===== config.mk =====
export PLATFORM = sky130hd
export DESIGN_NAME = writeback_block_cache_controller_core
export DESIGN_NICKNAME = d
export VERILOG_FILES = /design/src/rtl/core/wbcc_pkg.sv /design/src/rtl/core/wbcc_cell.sv /design/src/rtl/core/wbcc_mod.sv /design/src/rtl/core/writeback_block_cache_controller_core.sv
export SDC_FILE = /design/constraint.sdc
export NUM_CORES = 1
export LEC_CHECK = 0
export BUFFER_PORTS_ARGS = -buffer_cell sky130_fd_sc_hd__buf_2
export CAP_MARGIN = 5
export CORE_MARGIN = 3
export CORE_UTILIZATION = 29
export CTS_BUF_LIST = sky130_fd_sc_hd__clkbuf_2 sky130_fd_sc_hd__clkbuf_4 sky130_fd_sc_hd__clkbuf_8
export DETAILED_ROUTE_END_ITERATION = 10
export GPL_ROUTABILITY_DRIVEN = 0
export GPL_TIMING_DRIVEN = 0
export SLEW_MARGIN = 20
export SYNTH_ARGS = -nofsm -noshare
export SYNTH_HDL_FRONTEND = slang
export SYNTH_SLANG_ARGS = --single-unit

===== constraint.sdc =====
create_clock -name i_clk -period 14.5 [get_ports i_clk]
set_clock_uncertainty 0.2 [all_clocks]
set_input_delay 0 -clock i_clk [delete_from_list [all_inputs] [get_ports i_clk]]
set_output_delay 0 -clock i_clk [all_outputs]
set_load 0.005 [all_outputs]

===== src/rtl/core/wbcc_pkg.sv =====
`default_nettype none

package wbcc_pkg;

    // default sizes
    localparam int SLOTS_DEF   = 16;
    localparam int ID_BITS_DEF = 32;

    // bits of the id consumed per cycle by the remainder unit
    localparam int MOD_DIGITS = 4;

    // active slot register after reset
    localparam logic [4:0] ACTIVE_RESET = 5'd16;

    // operation codes
    localparam logic [2:0] KIND_GET         = 3'd0;
    localparam logic [2:0] KIND_CLAIM       = 3'd1;
    localparam logic [2:0] KIND_DIRTY_ID    = 3'd2;
    localparam logic [2:0] KIND_DIRTY_SLOT  = 3'd3;
    localparam logic [2:0] KIND_FLUSH_ID    = 3'd4;
    localparam logic [2:0] KIND_FLUSH_SLOT  = 3'd5;
    localparam logic [2:0] KIND_FLUSH_ALL   = 3'd6;
    localparam logic [2:0] KIND_UNUSED      = 3'd7;

    // result command codes
    localparam logic [1:0] CMD_WRITEBACK = 2'd0;
    localparam logic [1:0] CMD_READ      = 2'd1;
    localparam logic [1:0] CMD_STATUS    = 2'd2;

    typedef struct packed {
        logic [2:0]  kind;
        logic [31:0] block_id;
        logic [3:0]  slot_index;
        logic        writeback_fails;
        logic        read_fails;
    } t_item;

    typedef struct packed {
        logic [1:0]  command;
        logic [3:0]  slot_out;
        logic [31:0] block_out;
        logic        failed;
        logic        hit;
        logic        last;
    } t_result;

    typedef enum logic [2:0] {
        ST_IDLE,
        ST_SEARCH,
        ST_WAIT,
        ST_VICTIM,
        ST_READ,
        ST_STATUS
    } t_state;

endpackage

`default_nettype wire


===== src/rtl/core/wbcc_cell.sv =====
`default_nettype none

module wbcc_cell
    import wbcc_pkg::*;
#(
    parameter int ID_BITS = ID_BITS_DEF
) (
    input  wire logic               i_clk,
    input  wire logic               i_rst_n,
    input  wire logic               i_shift,
    input  wire logic [ID_BITS-1:0] i_tag,
    input  wire logic               i_valid,
    input  wire logic               i_dirty,
    output logic      [ID_BITS-1:0] o_tag,
    output logic                    o_valid,
    output logic                    o_dirty
);

    logic [ID_BITS-1:0] r_tag;
    logic               r_valid;
    logic               r_dirty;

    // flags are cleared on reset, the tag is only read while valid
    always_ff @(posedge i_clk) begin
        if (!i_rst_n) begin
            r_valid <= 1'b0;
            r_dirty <= 1'b0;
        end else if (i_shift) begin
            r_valid <= i_valid;
            r_dirty <= i_dirty;
        end
    end

    // tag moves with its flags
    always_ff @(posedge i_clk) begin
        if (i_shift) begin
            r_tag <= i_tag;
        end
    end

    assign o_tag   = r_tag;
    assign o_valid = r_valid;
    assign o_dirty = r_dirty;

endmodule

`default_nettype wire


===== src/rtl/core/wbcc_mod.sv =====
`default_nettype none

module wbcc_mod
    import wbcc_pkg::*;
#(
    parameter int ID_BITS = ID_BITS_DEF,
    parameter int SLOTS   = SLOTS_DEF
) (
    input  wire logic                         i_clk,
    input  wire logic                         i_rst_n,
    input  wire logic                         i_start,
    input  wire logic [ID_BITS-1:0]           i_dividend,
    input  wire logic [$clog2(SLOTS+1)-1:0]   i_divisor,
    output logic                              o_done,
    output logic      [$clog2(SLOTS+1)-1:0]   o_rem
);

    localparam int CW    = $clog2(SLOTS + 1);
    localparam int STEPS = (ID_BITS + MOD_DIGITS - 1) / MOD_DIGITS;
    localparam int PADW  = STEPS * MOD_DIGITS;
    localparam int SW    = $clog2(STEPS + 1);

    logic [PADW-1:0] r_sh;
    logic [CW-1:0]   r_rem;
    logic [CW-1:0]   r_div;
    logic [SW-1:0]   r_cnt;
    logic            r_busy;
    logic            r_done;
    logic [CW-1:0]   n_rem;

    // restoring remainder, a few bits per cycle from the top
    always_comb begin
        logic [CW:0] t;
        n_rem = r_rem;
        for (int j = 0; j < MOD_DIGITS; j++) begin
            t = {n_rem, r_sh[PADW-1-j]};
            if (t >= {1'b0, r_div}) begin
                t = t - {1'b0, r_div};
            end
            n_rem = t[CW-1:0];
        end
    end

    // step control
    always_ff @(posedge i_clk) begin
        if (!i_rst_n) begin
            r_busy <= 1'b0;
            r_done <= 1'b0;
            r_cnt  <= '0;
        end else if (i_start) begin
            r_busy <= 1'b1;
            r_done <= 1'b0;
            r_cnt  <= SW'(STEPS);
        end else if (r_busy) begin
            r_cnt <= r_cnt - 1'b1;
            if (r_cnt == SW'(1)) begin
                r_busy <= 1'b0;
                r_done <= 1'b1;
            end
        end
    end

    // operand and remainder registers
    always_ff @(posedge i_clk) begin
        if (i_start) begin
            r_sh  <= PADW'(i_dividend);
            r_div <= i_divisor;
            r_rem <= '0;
        end else if (r_busy) begin
            r_sh  <= r_sh << MOD_DIGITS;
            r_rem <= n_rem;
        end
    end

    assign o_done = r_done;
    assign o_rem  = r_rem;

endmodule

`default_nettype wire


===== src/rtl/core/writeback_block_cache_controller_core.sv =====
`default_nettype none

// channel   | direction | handshake                 | word
// ----------+-----------+---------------------------+-------------------------
// item      | in        | start high, busy low      | i_item (t_item)
// result    | out       | o_res_valid, one cycle    | o_res (t_result)
// config    | in        | i_cfg_valid & o_cfg_ready | i_cfg_data (active slots)
//
// slot entries sit in a ring of cells that rotates one place per cycle in the
// search and victim passes; a pass brings the ring back home. the unused kind
// goes straight to its status word, the others make a search pass first. a get
// or claim miss adds a victim pass, waiting first for the remainder unit if it
// is not yet done; a get whose victim write-back did not fail adds a read word.
// reset clears all valid and dirty bits at once; results cannot be stalled.
module writeback_block_cache_controller_core
    import wbcc_pkg::*;
#(
    parameter int SLOTS   = SLOTS_DEF,
    parameter int ID_BITS = ID_BITS_DEF
) (
    input  wire logic       i_clk,
    input  wire logic       i_rst_n,
    input  wire logic       start,
    output logic            busy,
    input  wire t_item      i_item,
    output logic            o_res_valid,
    output t_result         o_res,
    input  wire logic       i_cfg_valid,
    output logic            o_cfg_ready,
    input  wire logic [4:0] i_cfg_data
);

    localparam int CW = $clog2(SLOTS + 1);
    localparam int XW = (CW > 5) ? CW : 5;

    t_state             r_state, n_state;
    logic [CW-1:0]      r_ptr, n_ptr;
    logic               r_found, n_found;
    logic [CW-1:0]      r_fidx, n_fidx;
    logic               r_failed, n_failed;
    logic               r_rd_pend, n_rd_pend;
    t_result            r_res, n_res;
    logic               r_res_v, n_res_v;
    logic [4:0]         r_active;

    logic [2:0]         r_kind;
    logic [31:0]        r_echo;
    logic [ID_BITS-1:0] r_id;
    logic [3:0]         r_sidx;
    logic               r_wfail;
    logic               r_rfail;
    logic [CW-1:0]      r_nact;

    logic [CW-1:0]      nact_in;
    logic               accept;
    logic               shift;
    logic               in_range;
    logic               id_match;
    logic               slot_match;
    logic               pass_end;
    logic               is_id_kind;
    logic               is_dirty_kind;
    logic               mod_done;
    logic [CW-1:0]      mod_rem;

    logic [ID_BITS-1:0] c_tag   [SLOTS];
    logic               c_valid [SLOTS];
    logic               c_dirty [SLOTS];
    logic [ID_BITS-1:0] n_head_tag;
    logic               n_head_valid;
    logic               n_head_dirty;

    assign accept      = start && !busy;
    assign busy        = (r_state != ST_IDLE);
    assign o_cfg_ready = 1'b1;

    // clamp the active slot count
    always_comb begin
        if (r_active == 5'd0) begin
            nact_in = CW'(1);
        end else if (XW'(r_active) > XW'(SLOTS)) begin
            nact_in = CW'(SLOTS);
        end else begin
            nact_in = CW'(r_active);
        end
    end

    // configuration register
    always_ff @(posedge i_clk) begin
        if (!i_rst_n) begin
            r_active <= ACTIVE_RESET;
        end else if (i_cfg_valid && o_cfg_ready) begin
            r_active <= i_cfg_data;
        end
    end

    // item capture
    always_ff @(posedge i_clk) begin
        if (accept) begin
            r_kind  <= i_item.kind;
            r_echo  <= i_item.block_id;
            r_id    <= ID_BITS'(i_item.block_id);
            r_sidx  <= i_item.slot_index;
            r_wfail <= i_item.writeback_fails;
            r_rfail <= i_item.read_fails;
            r_nact  <= nact_in;
        end
    end

    // victim placement remainder
    wbcc_mod #(
        .ID_BITS (ID_BITS),
        .SLOTS   (SLOTS)
    ) u_mod (
        .i_clk      (i_clk),
        .i_rst_n    (i_rst_n),
        .i_start    (accept),
        .i_dividend (ID_BITS'(i_item.block_id)),
        .i_divisor  (nact_in),
        .o_done     (mod_done),
        .o_rem      (mod_rem)
    );

    // ring of slot cells, the head feeds the tail
    for (genvar k = 0; k < SLOTS; k++) begin : g_cell
        if (k == SLOTS - 1) begin : g_tail
            wbcc_cell #(.ID_BITS(ID_BITS)) u_cell (
                .i_clk   (i_clk),
                .i_rst_n (i_rst_n),
                .i_shift (shift),
                .i_tag   (n_head_tag),
                .i_valid (n_head_valid),
                .i_dirty (n_head_dirty),
                .o_tag   (c_tag[k]),
                .o_valid (c_valid[k]),
                .o_dirty (c_dirty[k])
            );
        end else begin : g_body
            wbcc_cell #(.ID_BITS(ID_BITS)) u_cell (
                .i_clk   (i_clk),
                .i_rst_n (i_rst_n),
                .i_shift (shift),
                .i_tag   (c_tag[k+1]),
                .i_valid (c_valid[k+1]),
                .i_dirty (c_dirty[k+1]),
                .o_tag   (c_tag[k]),
                .o_valid (c_valid[k]),
                .o_dirty (c_dirty[k])
            );
        end
    end

    // head compares
    assign in_range      = (r_ptr < r_nact);
    assign id_match      = in_range && c_valid[0] && (c_tag[0] == r_id);
    assign slot_match    = in_range && c_valid[0] && (XW'(r_ptr) == XW'(r_sidx));
    assign pass_end      = (r_ptr == CW'(SLOTS - 1));
    assign is_id_kind    = (r_kind == KIND_DIRTY_ID) || (r_kind == KIND_FLUSH_ID);
    assign is_dirty_kind = (r_kind == KIND_DIRTY_ID) || (r_kind == KIND_DIRTY_SLOT);

    // sequencer and head update
    always_comb begin
        n_state      = r_state;
        n_ptr        = r_ptr;
        n_found      = r_found;
        n_fidx       = r_fidx;
        n_failed     = r_failed;
        n_rd_pend    = r_rd_pend;
        n_res        = r_res;
        n_res_v      = 1'b0;
        shift        = 1'b0;
        n_head_tag   = c_tag[0];
        n_head_valid = c_valid[0];
        n_head_dirty = c_dirty[0];

        unique case (r_state)
            ST_IDLE: begin
                if (accept) begin
                    n_ptr     = '0;
                    n_found   = 1'b0;
                    n_fidx    = '0;
                    n_failed  = 1'b0;
                    n_rd_pend = 1'b0;
                    n_state   = (i_item.kind == KIND_UNUSED) ? ST_STATUS : ST_SEARCH;
                end
            end

            ST_SEARCH: begin
                shift = 1'b1;
                n_ptr = pass_end ? '0 : r_ptr + 1'b1;
                case (r_kind) inside
                    KIND_GET, KIND_CLAIM: begin
                        if (id_match && !r_found) begin
                            n_found = 1'b1;
                            n_fidx  = r_ptr;
                        end
                    end
                    KIND_DIRTY_ID, KIND_FLUSH_ID, KIND_DIRTY_SLOT, KIND_FLUSH_SLOT: begin
                        if (is_id_kind ? (id_match && !r_found) : slot_match) begin
                            n_found = 1'b1;
                            n_fidx  = r_ptr;
                            if (is_dirty_kind) begin
                                n_head_dirty = 1'b1;
                            end else if (c_dirty[0]) begin
                                n_res_v = 1'b1;
                                n_res   = '{command: CMD_WRITEBACK, slot_out: 4'(r_ptr),
                                            block_out: 32'(c_tag[0]), failed: 1'b0,
                                            hit: 1'b0, last: 1'b0};
                                if (r_wfail) begin
                                    n_failed = 1'b1;
                                end else begin
                                    n_head_dirty = 1'b0;
                                end
                            end
                        end
                    end
                    KIND_FLUSH_ALL: begin
                        if (in_range && !r_failed && c_valid[0] && c_dirty[0]) begin
                            n_res_v = 1'b1;
                            n_res   = '{command: CMD_WRITEBACK, slot_out: 4'(r_ptr),
                                        block_out: 32'(c_tag[0]), failed: 1'b0,
                                        hit: 1'b0, last: 1'b0};
                            if (r_wfail) begin
                                n_failed = 1'b1;
                                n_fidx   = r_ptr;
                            end else begin
                                n_head_dirty = 1'b0;
                            end
                        end
                    end
                    default: begin
                    end
                endcase
                if (pass_end) begin
                    if (((r_kind == KIND_GET) || (r_kind == KIND_CLAIM)) && !n_found) begin
                        n_state = mod_done ? ST_VICTIM : ST_WAIT;
                    end else begin
                        n_state = ST_STATUS;
                    end
                end
            end

            ST_WAIT: begin
                if (mod_done) begin
                    n_state = ST_VICTIM;
                end
            end

            ST_VICTIM: begin
                shift = 1'b1;
                n_ptr = pass_end ? '0 : r_ptr + 1'b1;
                if (r_ptr == mod_rem) begin
                    n_fidx = r_ptr;
                    if (c_valid[0] && c_dirty[0]) begin
                        n_res_v = 1'b1;
                        n_res   = '{command: CMD_WRITEBACK, slot_out: 4'(r_ptr),
                                    block_out: 32'(c_tag[0]), failed: 1'b0,
                                    hit: 1'b0, last: 1'b0};
                    end
                    if (r_kind == KIND_CLAIM) begin
                        n_head_tag   = r_id;
                        n_head_valid = 1'b1;
                        n_head_dirty = 1'b1;
                    end else if (c_valid[0] && c_dirty[0] && r_wfail) begin
                        n_failed = 1'b1;
                    end else begin
                        n_rd_pend    = 1'b1;
                        n_head_dirty = 1'b0;
                        if (r_rfail) begin
                            n_failed = 1'b1;
                        end else begin
                            n_head_tag   = r_id;
                            n_head_valid = 1'b1;
                        end
                    end
                end
                if (pass_end) begin
                    n_state = n_rd_pend ? ST_READ : ST_STATUS;
                end
            end

            ST_READ: begin
                n_res_v = 1'b1;
                n_res   = '{command: CMD_READ, slot_out: 4'(r_fidx), block_out: 32'(r_id),
                            failed: 1'b0, hit: 1'b0, last: 1'b0};
                n_state = ST_STATUS;
            end

            ST_STATUS: begin
                n_res_v = 1'b1;
                n_res.command   = CMD_STATUS;
                n_res.block_out = r_echo;
                n_res.failed    = r_failed;
                n_res.last      = 1'b1;
                if ((r_kind == KIND_DIRTY_SLOT) || (r_kind == KIND_FLUSH_SLOT)) begin
                    n_res.slot_out = r_sidx;
                end else begin
                    n_res.slot_out = 4'(r_fidx);
                end
                if ((r_kind == KIND_FLUSH_ALL) || (r_kind == KIND_UNUSED)) begin
                    n_res.hit = 1'b0;
                end else begin
                    n_res.hit = r_found;
                end
                n_state = ST_IDLE;
            end

            default: begin
                n_state = ST_IDLE;
            end
        endcase
    end

    // control registers
    always_ff @(posedge i_clk) begin
        if (!i_rst_n) begin
            r_state   <= ST_IDLE;
            r_ptr     <= '0;
            r_found   <= 1'b0;
            r_fidx    <= '0;
            r_failed  <= 1'b0;
            r_rd_pend <= 1'b0;
            r_res_v   <= 1'b0;
        end else begin
            r_state   <= n_state;
            r_ptr     <= n_ptr;
            r_found   <= n_found;
            r_fidx    <= n_fidx;
            r_failed  <= n_failed;
            r_rd_pend <= n_rd_pend;
            r_res_v   <= n_res_v;
        end
    end

    // result word register
    always_ff @(posedge i_clk) begin
        r_res <= n_res;
    end

    assign o_res_valid = r_res_v;
    assign o_res       = r_res;

    // final status shows only once the block is free again
    a_last_idle: assert property (@(posedge i_clk) disable iff (!i_rst_n)
        (o_res_valid && o_res.last) |-> !busy)
        else $error("final status while still busy");

    // commands always come before the final status of their item
    a_cmd_busy: assert property (@(posedge i_clk) disable iff (!i_rst_n)
        (o_res_valid && (o_res.command != CMD_STATUS)) |-> busy)
        else $error("command word after item completion");

    // an accepted word keeps the block busy in the next cycle
    a_accept_busy: assert property (@(posedge i_clk) disable iff (!i_rst_n)
        accept |=> busy)
        else $error("item accepted but block not busy");

    // the ring is back in home position whenever idle
    a_ring_home: assert property (@(posedge i_clk) disable iff (!i_rst_n)
        (r_state == ST_IDLE) |-> (r_ptr == '0))
        else $error("slot ring not aligned while idle");

endmodule

`default_nettype wire


* Word-level counts from Yosys, hierarchy flattened
Index checks and enable logic that the tools add are counted.
Operators by class: add/sub/neg operators 6, multiply operators 0, div/mod/pow operators 0, order comparisons 6, equality and inequality tests 37, shift-type cells 0, multiplexer cells 105, bitwise gates (word level) 1, reduce and logical (&&, ||, !) cells 44
Operators by type and width (count):
- 41-bit two-way mux | 9
- 32-bit two-way mux | 7
- 41-bit one-hot mux with 4 select lines | 1
- 1-bit two-way mux | 56
- 4-bit two-way mux | 11
- 5-bit two-way mux | 7
- 32-bit equality test | 1
- 6-bit by 5-bit >= comparator with 1-bit output | 4
- 3-bit equality test (second input constant) | 7
- 5-bit subtractor | 4
- 3-bit two-way mux | 6
- 3-bit one-hot mux with 5 select lines | 1
- 2-bit != test (second input constant) | 7
- 3-bit by 2-bit equality test with 1-bit output (second input constant) | 4
- 3-bit != test (second input constant) | 4
- 4-bit by 2-bit != test with 1-bit output (second input constant) | 3
- 4-bit one-hot mux with 3 select lines | 1
- 1-bit logical AND | 11
- 11-bit AND reduction | 1
- 5-bit one-hot mux with 2 select lines | 1
- 2-bit OR reduction | 5
- 3-bit by 2-bit != test with 1-bit output (second input constant) | 3
- 9-bit AND reduction | 1
- 2-bit AND reduction | 4
- other kinds (24) | 40
Word-level totals: register bits after elaboration 695, bits in latches 0, bits in writable memories 0, memory bits (read-only) 0, input bits 50, logic and storage cells 274, memories kept 0

* Depth between registers and ports, before layout
depth in word-level cells 14, depth in mapped cells 30, depth with buffers taken out 30

* Modules after synthesis
A second synthesis with hierarchy kept.
Unflattened totals: cells, all modules 1342, area, all modules 24923.9 µm²
Modules (own cells, without submodules):
- wbcc_cell | instances 16, cells each 38, area an instance 1033.5 µm², seq. area each 1001.0 µm²
- writeback_block_cache_controller_core | instances 1, cells each 488, area an instance 5401.4 µm², seq. area each 3002.9 µm²
- wbcc_mod | instances 1, cells each 246, area an instance 2986.6 µm², seq. area each 1331.3 µm²

* Least setup slack after synthesis
OpenSTA, ideal clock, no wires.
path kind register to register, start point register r_state[0], end point register g_cell[0].g_body.u_cell.r_tag[0] (enable), arrival time 14785 ps, required time 13223 ps, slack -1562 ps, stages on the path, launching flop included 5, path through dfxtp_1 -> clkbuf_1 -> nand2b_1 -> clkinv_1 -> clkbuf_1
Between the ends: cells in the longest elaborated chain, start to end 3, elaborated cells between the ends (all ways) 4, those cells by class 2 x eq/ne; 1 x mux; 1 x reduce/logical
Ends and longest elaborated chain:
- start: declaration | line writeback_block_cache_controller_core.sv:36 | t_state r_state, n_state;
- start signal: assignment | line writeback_block_cache_controller_core.sv:325 | r_state <= n_state;
- 3-bit by 2-bit equality test with 1-bit output / 3-bit by 1-bit equality test with 1-bit output (equally long branches) | line writeback_block_cache_controller_core.sv:176 | unique case (r_state)
- 2-bit OR reduction (no source line) (*)
- 1-bit two-way mux (*) | line writeback_block_cache_controller_core.sv:176
- via g_cell[0].g_body.u_cell.i_shift | line wbcc_cell.sv:10 | input wire logic i_shift,
- end signal: assignment | line wbcc_cell.sv:37 | r_tag <= i_tag;
- end: declaration | line wbcc_cell.sv:19 | logic [ID_BITS-1:0] r_tag;
Mark *: on every way through the listed nets, which the timed path passes. The rest lies on a longest branch. A chain may end at the register's enable or synchronous reset.

* Worst setup path after layout
start point register u_mod.r_div[1], end point register u_mod.r_rem[0] (netlist: u_mod.o_rem[0])
Between the ends: cells in the longest elaborated chain, start to end 8, elaborated cells between the ends (all ways) 11, those cells by class 3 x add/sub; 4 x order compare; 4 x mux
Ends and longest elaborated chain:
- start: declaration | line wbcc_mod.sv:25 | logic [CW-1:0] r_div;
- start signal: assignment | line wbcc_mod.sv:67 | r_div <= i_divisor;
- 5-bit subtractor / 6-bit by 5-bit >= comparator with 1-bit output (equally long branches) | line wbcc_mod.sv:38, wbcc_mod.sv:37
- 5-bit two-way mux | line wbcc_mod.sv:37 | if (t >= {1'b0, r_div}) begin
- 5-bit subtractor / 6-bit by 5-bit >= comparator with 1-bit output (equally long branches) | line wbcc_mod.sv:38, wbcc_mod.sv:37
- 5-bit two-way mux | line wbcc_mod.sv:37
- 5-bit subtractor / 6-bit by 5-bit >= comparator with 1-bit output (equally long branches) | line wbcc_mod.sv:38, wbcc_mod.sv:37
- 5-bit two-way mux | line wbcc_mod.sv:37
- 6-bit by 5-bit >= comparator with 1-bit output (*) | line wbcc_mod.sv:37
- 5-bit two-way mux (*) | line wbcc_mod.sv:37
- end signal: assignment | line wbcc_mod.sv:71 | r_rem <= n_rem;
- end: declaration | line wbcc_mod.sv:24 | logic [CW-1:0] r_rem;
Every way passes the cells marked *; elsewhere a longest branch is shown, timed or not.

==> metrics.txt <==
RSZ-0062 raised after global routing=no; ys async rst share=0%; CP max-delay cell=fa_1; total gr overflow=0; drt pass-1 iters=6; clk_lat worst skew=0.72 ns; synth warn=0; most common cell after layout, fill and taps aside=edfxtp_1; clock sink count=694; WL per Instance=16.41 µm; min cycle time layout=7.698 ns; Num CTS Buffers=104; CP max stage delay=0.53 ns; flop-to-flop setup slack=6.80 ns; VDD IR max=163.6 µV; die height=296.8 µm; commonest cells after routing, fill and taps aside=630 x edfxtp_1, 273 x nand2_1, 112 x clkbuf_8, 102 x dlygate4sd3_1, 90 x buf_2; I/O pin count=94; max_slew headroom=48.16%; crit path to=u_mod.o_rem[0]; Netlist cell types=68; Layout fillers=7,854; pin count of the biggest net entering global routing=102; crit path launch=u_mod.r_div[1]; Slew @ Worst Pin=0.7749 ns; fin nets=1,823; fin crit share=53.09%; root buffer cell=clkbuf_8; delay-heaviest family, CP=compound AO/OA/AOI/OAI gates; Setup Fix Bufs, Post-CTS=0; Min-Delay Path Class=in2reg; Clock Path Buffers=3; R2R depth=28; WP data required=14.95 ns; WS Path Type=reg2reg; dpl cells=2,666; Starting Density=29.31%; P_leak=0.01036 µW; I/O Buffers=90; dominant synthesized flop cell=edfxtp_1; Arr. time, crit path=8.15 ns; stages on the worst setup path=28; mean post-synth cell area=17.08 µm²; CP Max Fanout=7; worst r2r src=u_mod.r_div[1]; Final Core Density=35.57%; Final Hold Fails=0; full die area=0.08812 mm²; first-pass GRT wire length=74,690 µm; CTS tree=done; Post-synth EDFFs=630; overall routed net length=48,760 µm; Seq cells post-synth=694; Power per Cell Area=177.2 mW/mm²; via/cell ratio=4.356; core box area=0.08369 mm²; row cnt=106; most used cell along the critical path=a21oi_1; vias in the first global route=12,780; Syn Nets=1,519; Critical Path Start Type=register; Setup Viol. Count Final=0; Buf/Inv on CP=2; DRC errors left=0; Fmax=129.9 MHz; iteration-0 DRC count of the detailed router=1,318; Post-DP HPWL=31,010 µm; Die X=296.8 µm; max cap viols=0; max-slew violations=0; Finished Layout Cells=2,971; TNS Setup=0 ns; Mapped Cells=1,436; share of cells above drive strength 1=17.66%; via count=12,940; register area share after synthesis=82.34%; CTS HTree Levels=3; Total GRT Usage=10.88%; initial antenna violation count=11; P&R area growth vs syn=21.35%; antenna-violating nets left=0; run status=finished, final reports clean; Clock transition at path regs=0.07 ns; worst r2r dst=u_mod.o_rem[0]; Worst setup EP type=register; Synth Cell Area=0.02453 mm²
-- timing repair --
item,4_1_cts,5_1_grt
gates resized for setup,0,0
hold buffers,102,0
hold endpoints to repair,124,0
-- cell families (layout without fill, tap and decap cells) --
| family | Yosys count | after routing | synth area share, % |
|---|---|---|---|
| flip-flops | 694 | 694 | 82.34 |
| multiplexers | 56 | 56 | 2.499 |
| AND/OR/NAND/NOR | 394 | 394 | 6.804 |
| other | 1 | 9 | 0.01529 |
| adder cells (fa/ha/maj) | 33 | 33 | 1.806 |
| buffers and inverters | 74 | 467 | 1.163 |
| XOR/XNOR | 54 | 54 | 1.928 |
| AO/OA/AOI/OAI | 130 | 130 | 3.443 |
-- through the flow --
stage	setup slack, ns	power [µW]	instance area [µm²]	hold slack [ns]
3_5_place_dp	6.847	3666	26580	-0.02190
2_1_floorplan	6.302	3447	24530	-0.1011
4_1_cts	6.842	5325	29750	0.005186
6_report	6.802	5276	29770	0.07037
3_3_place_gp	4.045	3675	26400	-0.02086
5_1_grt	6.289	5541	29750	0.03171
-- layout make-up --
type	count	area, µm²	share of cell area (%)
inverter	28	105.1	0.3531
multi-input combinational	668	4056	13.63
clock buffer	145	1783	5.990
buffer	46	193.9	0.6515
antenna	8	20.02	0.06725
timing repair buffer	198	1629	5.473
tap	1134	1419	4.767
clock inverter	50	361.6	1.215
sequential	694	20200	67.86
-- sequential cells by signal, summed over array words and instances, names as in the netlist, 3 cells and up --
| name | flops |
|---|---|
| r_sidx | 4 |
| g_cell.g_body.u_cell.o_dirty | 15 |
| r_state | 3 |
| u_mod.r_div | 5 |
| r_ptr | 5 |
| g_cell.g_body.u_cell.o_tag | 480 |
| o_res | 40 |
| r_fidx | 4 |
| r_id | 32 |
| u_mod.o_rem | 5 |
| r_kind | 3 |
| u_mod.r_cnt | 4 |
| g_cell.g_body.u_cell.o_valid | 15 |
| u_mod.r_sh | 32 |
| g_cell.g_tail.u_cell.o_tag | 32 |
| r_active | 5 |
-- report_power, final --
group          internal (µW)  total, µW  switching [µW]  leakage (µW)
clock network            858       1610             756       0.00113
registers               2460       2540            78.8       0.00649
logic                    473       1120             652       0.00274
-- Yosys cell counts (4+ instances only) --
library cell / instances / share of area [%]
a21o_1: 6 / 0.18
a21oi_1: 63 / 1.3
a31oi_1: 5 / 0.13
and2_1: 7 / 0.18
and3_1: 8 / 0.20
buf_1: 6 / 0.092
clkbuf_1: 38 / 0.58
dfxtp_1: 64 / 5.2
edfxtp_1: 630 / 77
fa_1: 4 / 0.33
ha_1: 29 / 1.5
inv_1: 25 / 0.38
mux2_2: 37 / 1.7
mux2i_1: 17 / 0.69
nand2_1: 275 / 4.2
nand2b_1: 8 / 0.20
nand3_1: 15 / 0.31
nand4_1: 9 / 0.23
nor2_1: 41 / 0.63
nor3_1: 12 / 0.24
o21ai_0: 19 / 0.39
xnor2_1: 45 / 1.6
xor2_1: 9 / 0.32
-- worst register-to-register path: cells and delay by family, from the launching register on --
family / cells / cell delay, ns
AOI/OAI and AO/OA: 14 / 3.23
adders and majority gates: 4 / 1.74
buffers and inverters: 2 / 0.37
DFF: 1 / 0.47
muxes: 2 / 0.81
and+or+nand+nor: 6 / 0.81
-- worst min-delay path by stage --
stage,from,to,cells past startpoint
final,i_item[9],u_mod.r_sh[3],3
after global routing,i_item[7],u_mod.r_sh[1],3
after CTS,i_rst_n,r_fidx[3],4
after detailed placement,i_item[2],r_sidx[0],1
after global placement,i_item[0],r_rfail,1
after floorplan,i_item[6],r_id[0],0
-- per-layer routing --
| metal | vias to the layer above | track usage (%) | part of all wire (%) |
|---|---|---|---|
| li1 | 5956 | - | - |
| met1 | 6443 | 15.94 | 48 |
| met2 | 428 | 15.50 | 43 |
| met3 | 108 | 3.318 | 7.2 |
| met4 | 8 | 3.145 | 2.1 |
| met5 | - | 0 | 0.096 |
No activity file was read; power rests on OpenSTA's default activity.
